[config.mk]
export PLATFORM = sky130hd
export DESIGN_NAME = strobed_serial_packet_receiver_flat
export DESIGN_NICKNAME = d
export VERILOG_FILES = /design/src/design/sspr_pkg.sv /design/src/design/sspr_in_if.sv /design/src/design/sspr_out_if.sv /design/src/design/sspr_in_stage.sv /design/src/design/sspr_frame.sv /design/src/design/sspr_out_reg.sv /design/src/design/strobed_serial_packet_receiver.sv /design/src/flat_wrapper.sv
export SDC_FILE = /design/constraint.sdc
export NUM_CORES = 1
export LEC_CHECK = 0
export BUFFER_PORTS_ARGS = -buffer_cell sky130_fd_sc_hd__buf_4
export CORE_MARGIN = 2
export CORE_UTILIZATION = 32
export DETAILED_ROUTE_END_ITERATION = 10
export GPL_ROUTABILITY_DRIVEN = 1
export PLACE_DENSITY = 0.54
export SLEW_MARGIN = 20
export SYNTH_ARGS = -nofsm -noshare
export SYNTH_HDL_FRONTEND = slang
export SYNTH_HIERARCHICAL = 1
export SYNTH_SLANG_ARGS = --single-unit
export TNS_END_PERCENT = 50
[constraint.sdc]
create_clock -name clk_i -period 4.6 [get_ports clk_i]
set_input_delay 0.46 -clock clk_i [delete_from_list [all_inputs] [get_ports clk_i]]
set_output_delay 0.46 -clock clk_i [all_outputs]
set_load 0.1 [all_outputs]
[src/design/sspr_pkg.sv]
// Package for the strobed serial packet receiver.
// Holds the beat types, status codes, register indexes and framing constants.
// No dependencies.
`default_nettype none

package sspr_pkg;

  // One input sample
  typedef struct packed {
    logic begin_req;
    logic strobe_level;
    logic data_level;
  } in_beat_t;

  // One result item
  typedef struct packed {
    logic       byte_valid;
    logic [7:0] byte_value;
    logic [3:0] byte_index;
    logic       packet_done;
    logic [1:0] status;
  } out_beat_t;

  // Packet end status codes
  localparam logic [1:0] STATUS_OK        = 2'd0;
  localparam logic [1:0] STATUS_FRAME_ERR = 2'd1;
  localparam logic [1:0] STATUS_TIMEOUT   = 2'd2;

  // Configuration register indexes
  localparam int unsigned CFG_IDX_W = 1;
  localparam logic [CFG_IDX_W-1:0] CFG_FIRST_EDGE_TIMEOUT = 1'b0;
  localparam logic [CFG_IDX_W-1:0] CFG_EDGE_TIMEOUT       = 1'b1;

  localparam int unsigned TIMEOUT_W = 16;
  localparam logic [TIMEOUT_W-1:0] FIRST_EDGE_TIMEOUT_RST = 16'd400;
  localparam logic [TIMEOUT_W-1:0] EDGE_TIMEOUT_RST       = 16'd45;

  // Bytes per packet
  localparam logic [3:0] PACKET_BYTES = 4'd13;

  // Bit phases within a frame
  localparam logic [3:0] PHASE_START     = 4'd0;
  localparam logic [3:0] PHASE_LAST_DATA = 4'd8;

endpackage

`default_nettype wire

[src/design/sspr_in_if.sv]
// Input channel of the strobed serial packet receiver: one line sample per beat.
// No dependencies.
`default_nettype none

interface sspr_in_if;
  logic valid;
  logic ready;
  logic begin_req;
  logic strobe_level;
  logic data_level;

  modport source (output valid, begin_req, strobe_level, data_level, input ready);
  modport sink   (input valid, begin_req, strobe_level, data_level, output ready);
endinterface

`default_nettype wire

[src/design/sspr_out_if.sv]
// Output channel of the strobed serial packet receiver: one result item per beat.
// No dependencies.
`default_nettype none

interface sspr_out_if;
  logic       valid;
  logic       ready;
  logic       byte_valid;
  logic [7:0] byte_value;
  logic [3:0] byte_index;
  logic       packet_done;
  logic [1:0] status;

  modport source (output valid, byte_valid, byte_value, byte_index, packet_done, status,
                  input ready);
  modport sink   (input valid, byte_valid, byte_value, byte_index, packet_done, status,
                  output ready);
endinterface

`default_nettype wire

[src/design/sspr_in_stage.sv]
// Input register of the receiver: captures one sample beat and holds it until
// the framing logic consumes it. Depends on sspr_pkg and sspr_in_if.
`default_nettype none

module sspr_in_stage (
  input  wire logic       clk_i,
  input  wire logic       rst_ni,
  sspr_in_if.sink         in_i,
  input  wire logic       adv_i,
  output logic            valid_o,
  output sspr_pkg::in_beat_t beat_o
);

  logic               valid_q, valid_d;
  logic               take;
  sspr_pkg::in_beat_t beat_q;

  // Accept while empty or while the held beat moves on
  assign in_i.ready = ~valid_q | adv_i;
  assign take       = in_i.valid & in_i.ready;
  assign valid_d    = take | (valid_q & ~adv_i);

  always_ff @(posedge clk_i or negedge rst_ni) begin
    if (!rst_ni) begin
      valid_q <= 1'b0;
    end else begin
      valid_q <= valid_d;
    end
  end

  // Capture the beat payload
  always_ff @(posedge clk_i) begin
    if (take) begin
      beat_q <= '{begin_req:    in_i.begin_req,
                  strobe_level: in_i.strobe_level,
                  data_level:   in_i.data_level};
    end
  end

  assign valid_o = valid_q;
  assign beat_o  = beat_q;

endmodule

`default_nettype wire

[src/design/sspr_frame.sv]
// Frame decoder of the receiver: strobe edge detection, bit shifting, framing
// checks and timeouts for one sample per step. Depends on sspr_pkg.
`default_nettype none

module sspr_frame (
  input  wire logic                              clk_i,
  input  wire logic                              rst_ni,
  input  wire logic                              step_i,
  input  wire sspr_pkg::in_beat_t                beat_i,
  input  wire logic [sspr_pkg::TIMEOUT_W-1:0]    first_edge_timeout_i,
  input  wire logic [sspr_pkg::TIMEOUT_W-1:0]    edge_timeout_i,
  output logic                                   res_valid_o,
  output sspr_pkg::out_beat_t                    res_o
);

  logic                           receiving_q, receiving_d;
  logic                           last_strobe_q, last_strobe_d;
  logic [3:0]                     bytes_done_q, bytes_done_d;
  logic [3:0]                     bit_phase_q, bit_phase_d;
  logic [7:0]                     shift_byte_q, shift_byte_d;
  logic [sspr_pkg::TIMEOUT_W-1:0] countdown_q, countdown_d;
  logic [sspr_pkg::TIMEOUT_W-1:0] countdown_dec;
  logic                           strobe_edge;
  logic [2:0]                     bit_sel;
  logic [4:0]                     bytes_next;

  assign strobe_edge   = last_strobe_q & ~beat_i.strobe_level;
  assign countdown_dec = (countdown_q == '0) ? '0 : countdown_q - 1'b1;
  assign bit_sel       = 3'(bit_phase_q - 4'd1);
  assign bytes_next    = {1'b0, bytes_done_q} + 5'd1;

  // Next state and result for the current sample
  always_comb begin
    receiving_d   = receiving_q;
    last_strobe_d = last_strobe_q;
    bytes_done_d  = bytes_done_q;
    bit_phase_d   = bit_phase_q;
    shift_byte_d  = shift_byte_q;
    countdown_d   = countdown_q;
    res_valid_o   = 1'b0;
    res_o         = '{byte_valid: 1'b0, byte_value: 8'd0, byte_index: bytes_done_q,
                      packet_done: 1'b1, status: sspr_pkg::STATUS_OK};

    if (beat_i.begin_req) begin
      // Open a packet, dropping any open one
      receiving_d   = 1'b1;
      last_strobe_d = beat_i.strobe_level;
      bytes_done_d  = 4'd0;
      bit_phase_d   = sspr_pkg::PHASE_START;
      shift_byte_d  = 8'd0;
      countdown_d   = first_edge_timeout_i;
    end else begin
      last_strobe_d = beat_i.strobe_level;
      if (receiving_q) begin
        if (!strobe_edge) begin
          countdown_d = countdown_dec;
          if (countdown_dec == '0) begin
            receiving_d  = 1'b0;
            res_valid_o  = 1'b1;
            res_o.status = sspr_pkg::STATUS_TIMEOUT;
          end
        end else begin
          countdown_d = edge_timeout_i;
          if (bit_phase_q == sspr_pkg::PHASE_START) begin
            // Start bit must be raw 1
            shift_byte_d = 8'd0;
            if (!beat_i.data_level) begin
              receiving_d  = 1'b0;
              res_valid_o  = 1'b1;
              res_o.status = sspr_pkg::STATUS_FRAME_ERR;
            end else begin
              bit_phase_d = 4'd1;
            end
          end else if (bit_phase_q <= sspr_pkg::PHASE_LAST_DATA) begin
            // Shift in an inverted data bit, LSB first
            shift_byte_d[bit_sel] = shift_byte_q[bit_sel] | ~beat_i.data_level;
            bit_phase_d = bit_phase_q + 4'd1;
          end else begin
            // Stop bit must be raw 0
            if (beat_i.data_level) begin
              receiving_d  = 1'b0;
              res_valid_o  = 1'b1;
              res_o.status = sspr_pkg::STATUS_FRAME_ERR;
            end else begin
              bit_phase_d  = sspr_pkg::PHASE_START;
              bytes_done_d = bytes_next[3:0];
              res_valid_o  = 1'b1;
              res_o.byte_valid  = 1'b1;
              res_o.byte_value  = shift_byte_q;
              res_o.packet_done = (bytes_next >= {1'b0, sspr_pkg::PACKET_BYTES});
              if (res_o.packet_done) begin
                receiving_d = 1'b0;
              end
            end
          end
        end
      end
    end
  end

  // Advance state once per consumed sample
  always_ff @(posedge clk_i or negedge rst_ni) begin
    if (!rst_ni) begin
      receiving_q   <= 1'b0;
      last_strobe_q <= 1'b0;
      bytes_done_q  <= 4'd0;
      bit_phase_q   <= sspr_pkg::PHASE_START;
      shift_byte_q  <= 8'd0;
      countdown_q   <= '0;
    end else if (step_i) begin
      receiving_q   <= receiving_d;
      last_strobe_q <= last_strobe_d;
      bytes_done_q  <= bytes_done_d;
      bit_phase_q   <= bit_phase_d;
      shift_byte_q  <= shift_byte_d;
      countdown_q   <= countdown_d;
    end
  end

endmodule

`default_nettype wire

[src/design/sspr_out_reg.sv]
// Result register of the receiver: holds one result beat until the sink takes it.
// Depends on sspr_pkg and sspr_out_if.
`default_nettype none

module sspr_out_reg (
  input  wire logic                clk_i,
  input  wire logic                rst_ni,
  input  wire logic                load_i,
  input  wire sspr_pkg::out_beat_t beat_i,
  output logic                     free_o,
  sspr_out_if.source               out_o
);

  logic                valid_q, valid_d;
  sspr_pkg::out_beat_t beat_q;

  // Free when empty or when the held beat leaves this cycle
  assign free_o  = ~valid_q | out_o.ready;
  assign valid_d = load_i | (valid_q & ~out_o.ready);

  always_ff @(posedge clk_i or negedge rst_ni) begin
    if (!rst_ni) begin
      valid_q <= 1'b0;
    end else begin
      valid_q <= valid_d;
    end
  end

  always_ff @(posedge clk_i) begin
    if (load_i) begin
      beat_q <= beat_i;
    end
  end

  assign out_o.valid       = valid_q;
  assign out_o.byte_valid  = beat_q.byte_valid;
  assign out_o.byte_value  = beat_q.byte_value;
  assign out_o.byte_index  = beat_q.byte_index;
  assign out_o.packet_done = beat_q.packet_done;
  assign out_o.status      = beat_q.status;

endmodule

`default_nettype wire

[src/design/strobed_serial_packet_receiver.sv]
// Strobed serial packet receiver, top level.
// Path: a sample beat is accepted into the input register, then decoded
// into the result register, which presents the result.
// Throughput: one sample beat per cycle; a held result stalls every sample, with or without
// a result, until the sink takes it, and the slot frees in that same cycle.
// Reset clears all framing state and loads the timeout registers with 400 and 45.
`default_nettype none

module strobed_serial_packet_receiver (
  input  wire logic                                clk_i,
  input  wire logic                                rst_ni,
  sspr_in_if.sink                                  in_i,
  sspr_out_if.source                               out_o,
  input  wire logic                                cfg_we_i,
  input  wire logic [sspr_pkg::CFG_IDX_W-1:0]      cfg_idx_i,
  input  wire logic [sspr_pkg::TIMEOUT_W-1:0]      cfg_data_i
);

  logic                           s1_valid;
  sspr_pkg::in_beat_t             s1_beat;
  logic                           out_free;
  logic                           step;
  logic                           res_valid;
  sspr_pkg::out_beat_t            res;
  logic [sspr_pkg::TIMEOUT_W-1:0] first_edge_timeout_q;
  logic [sspr_pkg::TIMEOUT_W-1:0] edge_timeout_q;

  // Timeout registers
  always_ff @(posedge clk_i or negedge rst_ni) begin
    if (!rst_ni) begin
      first_edge_timeout_q <= sspr_pkg::FIRST_EDGE_TIMEOUT_RST;
      edge_timeout_q       <= sspr_pkg::EDGE_TIMEOUT_RST;
    end else if (cfg_we_i) begin
      case (cfg_idx_i)
        sspr_pkg::CFG_FIRST_EDGE_TIMEOUT: first_edge_timeout_q <= cfg_data_i;
        sspr_pkg::CFG_EDGE_TIMEOUT:       edge_timeout_q       <= cfg_data_i;
        default: ;
      endcase
    end
  end

  sspr_in_stage u_in_stage (
    .clk_i   (clk_i),
    .rst_ni  (rst_ni),
    .in_i    (in_i),
    .adv_i   (out_free),
    .valid_o (s1_valid),
    .beat_o  (s1_beat)
  );

  // Consume a held sample whenever the result slot can take its result
  assign step = s1_valid & out_free;

  sspr_frame u_frame (
    .clk_i                (clk_i),
    .rst_ni               (rst_ni),
    .step_i               (step),
    .beat_i               (s1_beat),
    .first_edge_timeout_i (first_edge_timeout_q),
    .edge_timeout_i       (edge_timeout_q),
    .res_valid_o          (res_valid),
    .res_o                (res)
  );

  sspr_out_reg u_out_reg (
    .clk_i  (clk_i),
    .rst_ni (rst_ni),
    .load_i (step & res_valid),
    .beat_i (res),
    .free_o (out_free),
    .out_o  (out_o)
  );

endmodule

`default_nettype wire
[src/flat_wrapper.sv]
// flat-port wrapper written by rule: the top's interface ports become plain ports
module strobed_serial_packet_receiver_flat 
  (clk_i, rst_ni, cfg_we_i, cfg_idx_i, cfg_data_i, in_i_valid, in_i_begin_req, in_i_strobe_level, in_i_data_level, in_i_ready, out_o_valid, out_o_byte_valid, out_o_byte_value, out_o_byte_index, out_o_packet_done, out_o_status, out_o_ready);
  sspr_in_if in_i_i ();
  sspr_out_if out_o_i ();
  input  wire logic clk_i;
  input  wire logic rst_ni;
  input  wire logic cfg_we_i;
  input  wire logic [sspr_pkg::CFG_IDX_W-1:0] cfg_idx_i;
  input  wire logic [sspr_pkg::TIMEOUT_W-1:0] cfg_data_i;
  input wire logic [$bits(in_i_i.valid)-1:0] in_i_valid;
  input wire logic [$bits(in_i_i.begin_req)-1:0] in_i_begin_req;
  input wire logic [$bits(in_i_i.strobe_level)-1:0] in_i_strobe_level;
  input wire logic [$bits(in_i_i.data_level)-1:0] in_i_data_level;
  output wire logic [$bits(in_i_i.ready)-1:0] in_i_ready;
  output wire logic [$bits(out_o_i.valid)-1:0] out_o_valid;
  output wire logic [$bits(out_o_i.byte_valid)-1:0] out_o_byte_valid;
  output wire logic [$bits(out_o_i.byte_value)-1:0] out_o_byte_value;
  output wire logic [$bits(out_o_i.byte_index)-1:0] out_o_byte_index;
  output wire logic [$bits(out_o_i.packet_done)-1:0] out_o_packet_done;
  output wire logic [$bits(out_o_i.status)-1:0] out_o_status;
  input wire logic [$bits(out_o_i.ready)-1:0] out_o_ready;
  assign in_i_i.valid = in_i_valid;
  assign in_i_i.begin_req = in_i_begin_req;
  assign in_i_i.strobe_level = in_i_strobe_level;
  assign in_i_i.data_level = in_i_data_level;
  assign in_i_ready = in_i_i.ready;
  assign out_o_valid = out_o_i.valid;
  assign out_o_byte_valid = out_o_i.byte_valid;
  assign out_o_byte_value = out_o_i.byte_value;
  assign out_o_byte_index = out_o_i.byte_index;
  assign out_o_packet_done = out_o_i.packet_done;
  assign out_o_status = out_o_i.status;
  assign out_o_i.ready = out_o_ready;
  strobed_serial_packet_receiver u_core (.clk_i(clk_i), .rst_ni(rst_ni), .in_i(in_i_i), .out_o(out_o_i), .cfg_we_i(cfg_we_i), .cfg_idx_i(cfg_idx_i), .cfg_data_i(cfg_data_i));
endmodule
==> results.txt <==
For this design the total switching power over the nets is 0.857 mW. The library cell occupying the most area in the post-synthesis netlist is sky130_fd_sc_hd__dfrtp_1. The final worst-path cycle share is 73.6%. The number of global-route vias before repair is 3536. For this configuration, the core starts out at a cell density of 32.4%. The share of Yosys cell area claimed by the top area cell type is 32.8%. Together, buffers and inverters on the worst path number 0.

The number of iterations in the first detailed-routing pass is 5. The clock passes through at most 2 buffers. The final total negative setup slack is 0 ns. In the final routed layout, each cell accounts on average for 16.4 um.

On the final layout, the worst clock skew is 0.0101 ns. Gates resized during post-CTS repair numbered 0. The overall global routing resource usage came out at 14.5%. The synthesized instance count is 435.

The run finished with clean final reports. The peak clock frequency supported by timing came out at 295 MHz. The number of nets in the layout is 495. Setup repair after global routing left no endpoint under its margin. Counting I/O delays and the setup requirement, the final critical path takes 3.39 ns. The worst register-to-register path begins at u_core/u_frame/countdown_q[0].

The fraction of final layout cells with drive strength greater than 1 came out at 24.9%. The type of the worst min-delay path is in2async. The adder-cell share of the synthesized area is 1.34%.

The wire length after detailed routing is 10.7 mm. Of the total synthesized cell area, the portion taken by XOR and XNOR cells is 1.50%. The total CTS buffers is 9. The worst IR drop on VDD came out at 0.000256 V. The remaining global-route overflow is 0. The final number of setup-violating endpoints came out at 0.

The critical path in this run is classified as reg2reg. The compound-cell area share of the yosys netlist is 15.3%. The cell family contributing the most delay on the critical path is simple AND/OR/NAND/NOR gates. The global-route wire length before repair is 18.1 mm. The number of setup buffers added after CTS is 0.

The arrival time of data at the critical path endpoint is 3.36 ns. The tree built by TritonCTS fans out to 87 sinks. Synthesis instantiated 67 different standard cells from the library. After synthesis the netlist holds a flip-flop and latch count of 87.

The final weighted congestion in routability-driven placement is 0.834. The number of antenna violations at the first check in global routing is 0. In this run, synthesis inferred 19 flip-flops with an integrated enable.

The number of nets with antenna violations after routing is 0. The HPWL reported at the end of detailed placement is 7.37 mm. The per-cell via count in the routed design came out at 5.40. The sequential area share after synthesis is 49.0%. The top-level port count came out at 43.

The library cells used most frequently in the layout, excluding fill and tap cells, are 61 x sky130_fd_sc_hd__dfrtp_1, 47 x sky130_fd_sc_hd__buf_4, 34 x sky130_fd_sc_hd__o21ai_0, 30 x sky130_fd_sc_hd__nand2_1, 25 x sky130_fd_sc_hd__mux2_2. The clock network power share came out at 28.5%. The share of total power in sequential cells is 44.3%. The logic gate share of total power is 27.2%. In this run the static leakage power is 2.18 nW. In this run switching power makes up 35.2% of total power. The number of inserted diodes is 0. Hold repair after CTS inserted 0 buffers.

The synthesized area divided by synthesized cell count came out at 10.7 um^2. Leaving out fill and tap cells, the most frequent cell in the layout is sky130_fd_sc_hd__dfrtp_1. The die width is 125 um. The placement row count came out at 44. The number of H-tree levels came out at 3. On the critical path, the stage with the largest delay is an instance of sky130_fd_sc_hd__and3_1.

The post-synthesis simple-gate area fraction is 18.2%. The synthesized net count came out at 465. After synthesis, the share of cell area in mux cells is 11.3%. The area of the core came out at 0.0144 mm^2. The pin count of the biggest net entering global routing is 69. For this run, the leading register cell type out of synthesis is sky130_fd_sc_hd__dfrtp_1. Relative to the synthesized area, the layout overhead comes to 15.8%. The mapped cell area is 0.00466 mm^2. The critical path starts at u_core/u_frame/countdown_q[0]. The warning count from the yosys run is 6. The total power draw came out at 2.44 mW. The TritonCTS clock tree is built. The delay of the slowest cell on the worst path is 0.64 ns. The chip height came out at 125 um.

After synthesis, the largest family of logic cells by area is simple AND/OR/NAND/NOR gates. In this run, the number of DRC markers left after iteration 0 of detailed routing was 283. Clock-pin slew was measured on the worst setup and hold paths at 0.06 ns. Counting flops with an async set or reset pin after synthesis yields a share of 78.2%. The number of hold violations in the final report is 0. STA puts the critical path data required time at 4.58 ns.

The sort of element at the start of the critical path is a flop. Of all nets on the critical path, the largest fanout is 17. In this run the power density over the cells is 452 mW/mm^2. Max-cap violations in this run came to 0. The critical path goes through or4_4 > or4_1 > xnor2_1 > nor4_1 > a32o_1 > and3_1.

The internal cell power came out at 1.58 mW. The area of the die is 0.0155 mm^2. Port buffering added 42 buffers. STA classifies the critical path endpoint as a flop. After synthesis, the cell types taking the most area are sky130_fd_sc_hd__dfrtp_1 33%, sky130_fd_sc_hd__edfxtp_1 12%, sky130_fd_sc_hd__mux2_2 6.0%. The DRC violation count after routing is 0.

The slew at the pin closest to its max-slew limit is 0.896 ns. The insertion delay of the later-clocked pin in the worst-skew pair came out at 0.35 ns. For this block, the via count after detailed routing is 3533. CTS placed an instance of sky130_fd_sc_hd__clkbuf_16 at the clock tree root. The worst slew margin relative to its limit came out at 40.3%. The final-report max-slew violation count is 0.
-- cell type report --
type                            count  area (um^2)
Fill cell                        1423         8970
Sequential cell                    87         2280
Multi-Input combinational cell    311         2210
Timing Repair Buffer               47          353
Tap cell                          184          230
Clock buffer                        9          225
Clock inverter                      7         57.6
Inverter                            9         33.8
-- cell families (layout without fill, tap and decap cells) --
family,after synthesis,after routing
flip-flops,87,87
multiplexers,43,43
XOR/XNOR,8,8
AO/OA/AOI/OAI,107,107
adder cells (fa/ha/maj),5,5
buffers and inverters,37,72
AND/OR/NAND/NOR,148,148
-- metrics by stage --
| stage | utilization, % | area [um^2] | hold WS [ns] | cells | setup WS (ns) |
|---|---|---|---|---|---|
| 3_5_place_dp | 35.6 | 5110 | 0.495 | 638 | 1.20 |
| 4_1_cts | 37.5 | 5400 | 0.270 | 654 | 1.20 |
| 2_1_floorplan | - | 4660 | 0.164 | 435 | 1.62 |
| 6_report | 37.5 | 5400 | 0.239 | 654 | 1.21 |
| 3_3_place_gp | 35.6 | 5110 | 0.490 | 638 | 1.33 |
| 5_1_grt | 37.5 | 5400 | 0.276 | 654 | 0.926 |
-- power groups by stage --
stage          Combinational (mW)  Clock (mW)  Sequential [mW]
2_1_floorplan               0.522           0             1.04
3_3_place_gp                0.651           0             1.08
3_5_place_dp                0.661           0             1.09
4_1_cts                     0.664       0.720             1.08
5_1_grt                     0.740       0.748             1.10
6_report                    0.663       0.695             1.08
-- layer usage --
layer | routed length [um] | GRT usage, % | vias up
li1 | - | - | 1686
met1 | 4870 | 18.4 | 1729
met2 | 5130 | 23.6 | 103
met3 | 536 | 4.30 | 15
met4 | 216 | 4.82 | 0
met5 | 0 | 0 | -
-- worst register-to-register path, stage by stage (launching register included) --
cell                      delay [ns]
sky130_fd_sc_hd__dfrtp_1        0.45
sky130_fd_sc_hd__or4_4          0.61
sky130_fd_sc_hd__or4_1          0.50
sky130_fd_sc_hd__xnor2_1        0.16
sky130_fd_sc_hd__nor4_1         0.46
sky130_fd_sc_hd__a32o_1         0.19
sky130_fd_sc_hd__and3_1         0.64
-- Yosys cell counts, types with 7 or more instances --
cell,n
sky130_fd_sc_hd__mux2_4,10
sky130_fd_sc_hd__or3_1,7
sky130_fd_sc_hd__a21oi_1,17
sky130_fd_sc_hd__mux2_2,25
sky130_fd_sc_hd__dfrtp_1,61
sky130_fd_sc_hd__nor3_1,16
sky130_fd_sc_hd__nor2_1,20
sky130_fd_sc_hd__nor4_1,8
sky130_fd_sc_hd__edfxtp_1,19
sky130_fd_sc_hd__clkbuf_1,23
sky130_fd_sc_hd__inv_1,9
sky130_fd_sc_hd__mux2i_1,7
sky130_fd_sc_hd__and2_1,12
sky130_fd_sc_hd__o31ai_1,8
sky130_fd_sc_hd__nand2_1,30
sky130_fd_sc_hd__dfstp_2,7
sky130_fd_sc_hd__o21ai_0,35
-- final timing paths --
kind | to | slack (ns) | cells past startpoint
setup / recovery | u_core/u_out_reg/out_o.byte_index[2] | 1.21 | 6
setup reg to reg | u_core/u_out_reg/out_o.byte_index[2] | 1.21 | 6
hold reg to reg | u_core/edge_timeout_q[1] | 0.51 | 1
min in group clk_i | u_core/u_in_stage/beat_o[1] | 0.29 | 1
hold / removal | u_core/first_edge_timeout_q[11] | 0.24 | 1
max in group asynchronous | u_core/u_frame/bit_phase_q[0] | 3.78 | 1
-- state kept, by name, indices dropped and copies added, names as in the netlist, 2 cells and up --
name                               flops
u_core/u_out_reg/out_o.byte_value      8
u_core/u_out_reg/out_o.status          2
u_core/u_frame/countdown_q            16
u_core/edge_timeout_q                 16
u_core/u_frame/shift_byte_q            8
u_core/u_frame/bit_phase_q             4
u_core/u_out_reg/out_o.byte_index      4
u_core/first_edge_timeout_q           16
u_core/u_frame/bytes_done_q            4
u_core/u_in_stage/beat_o               3
Power figures use the tool's default switching activity.
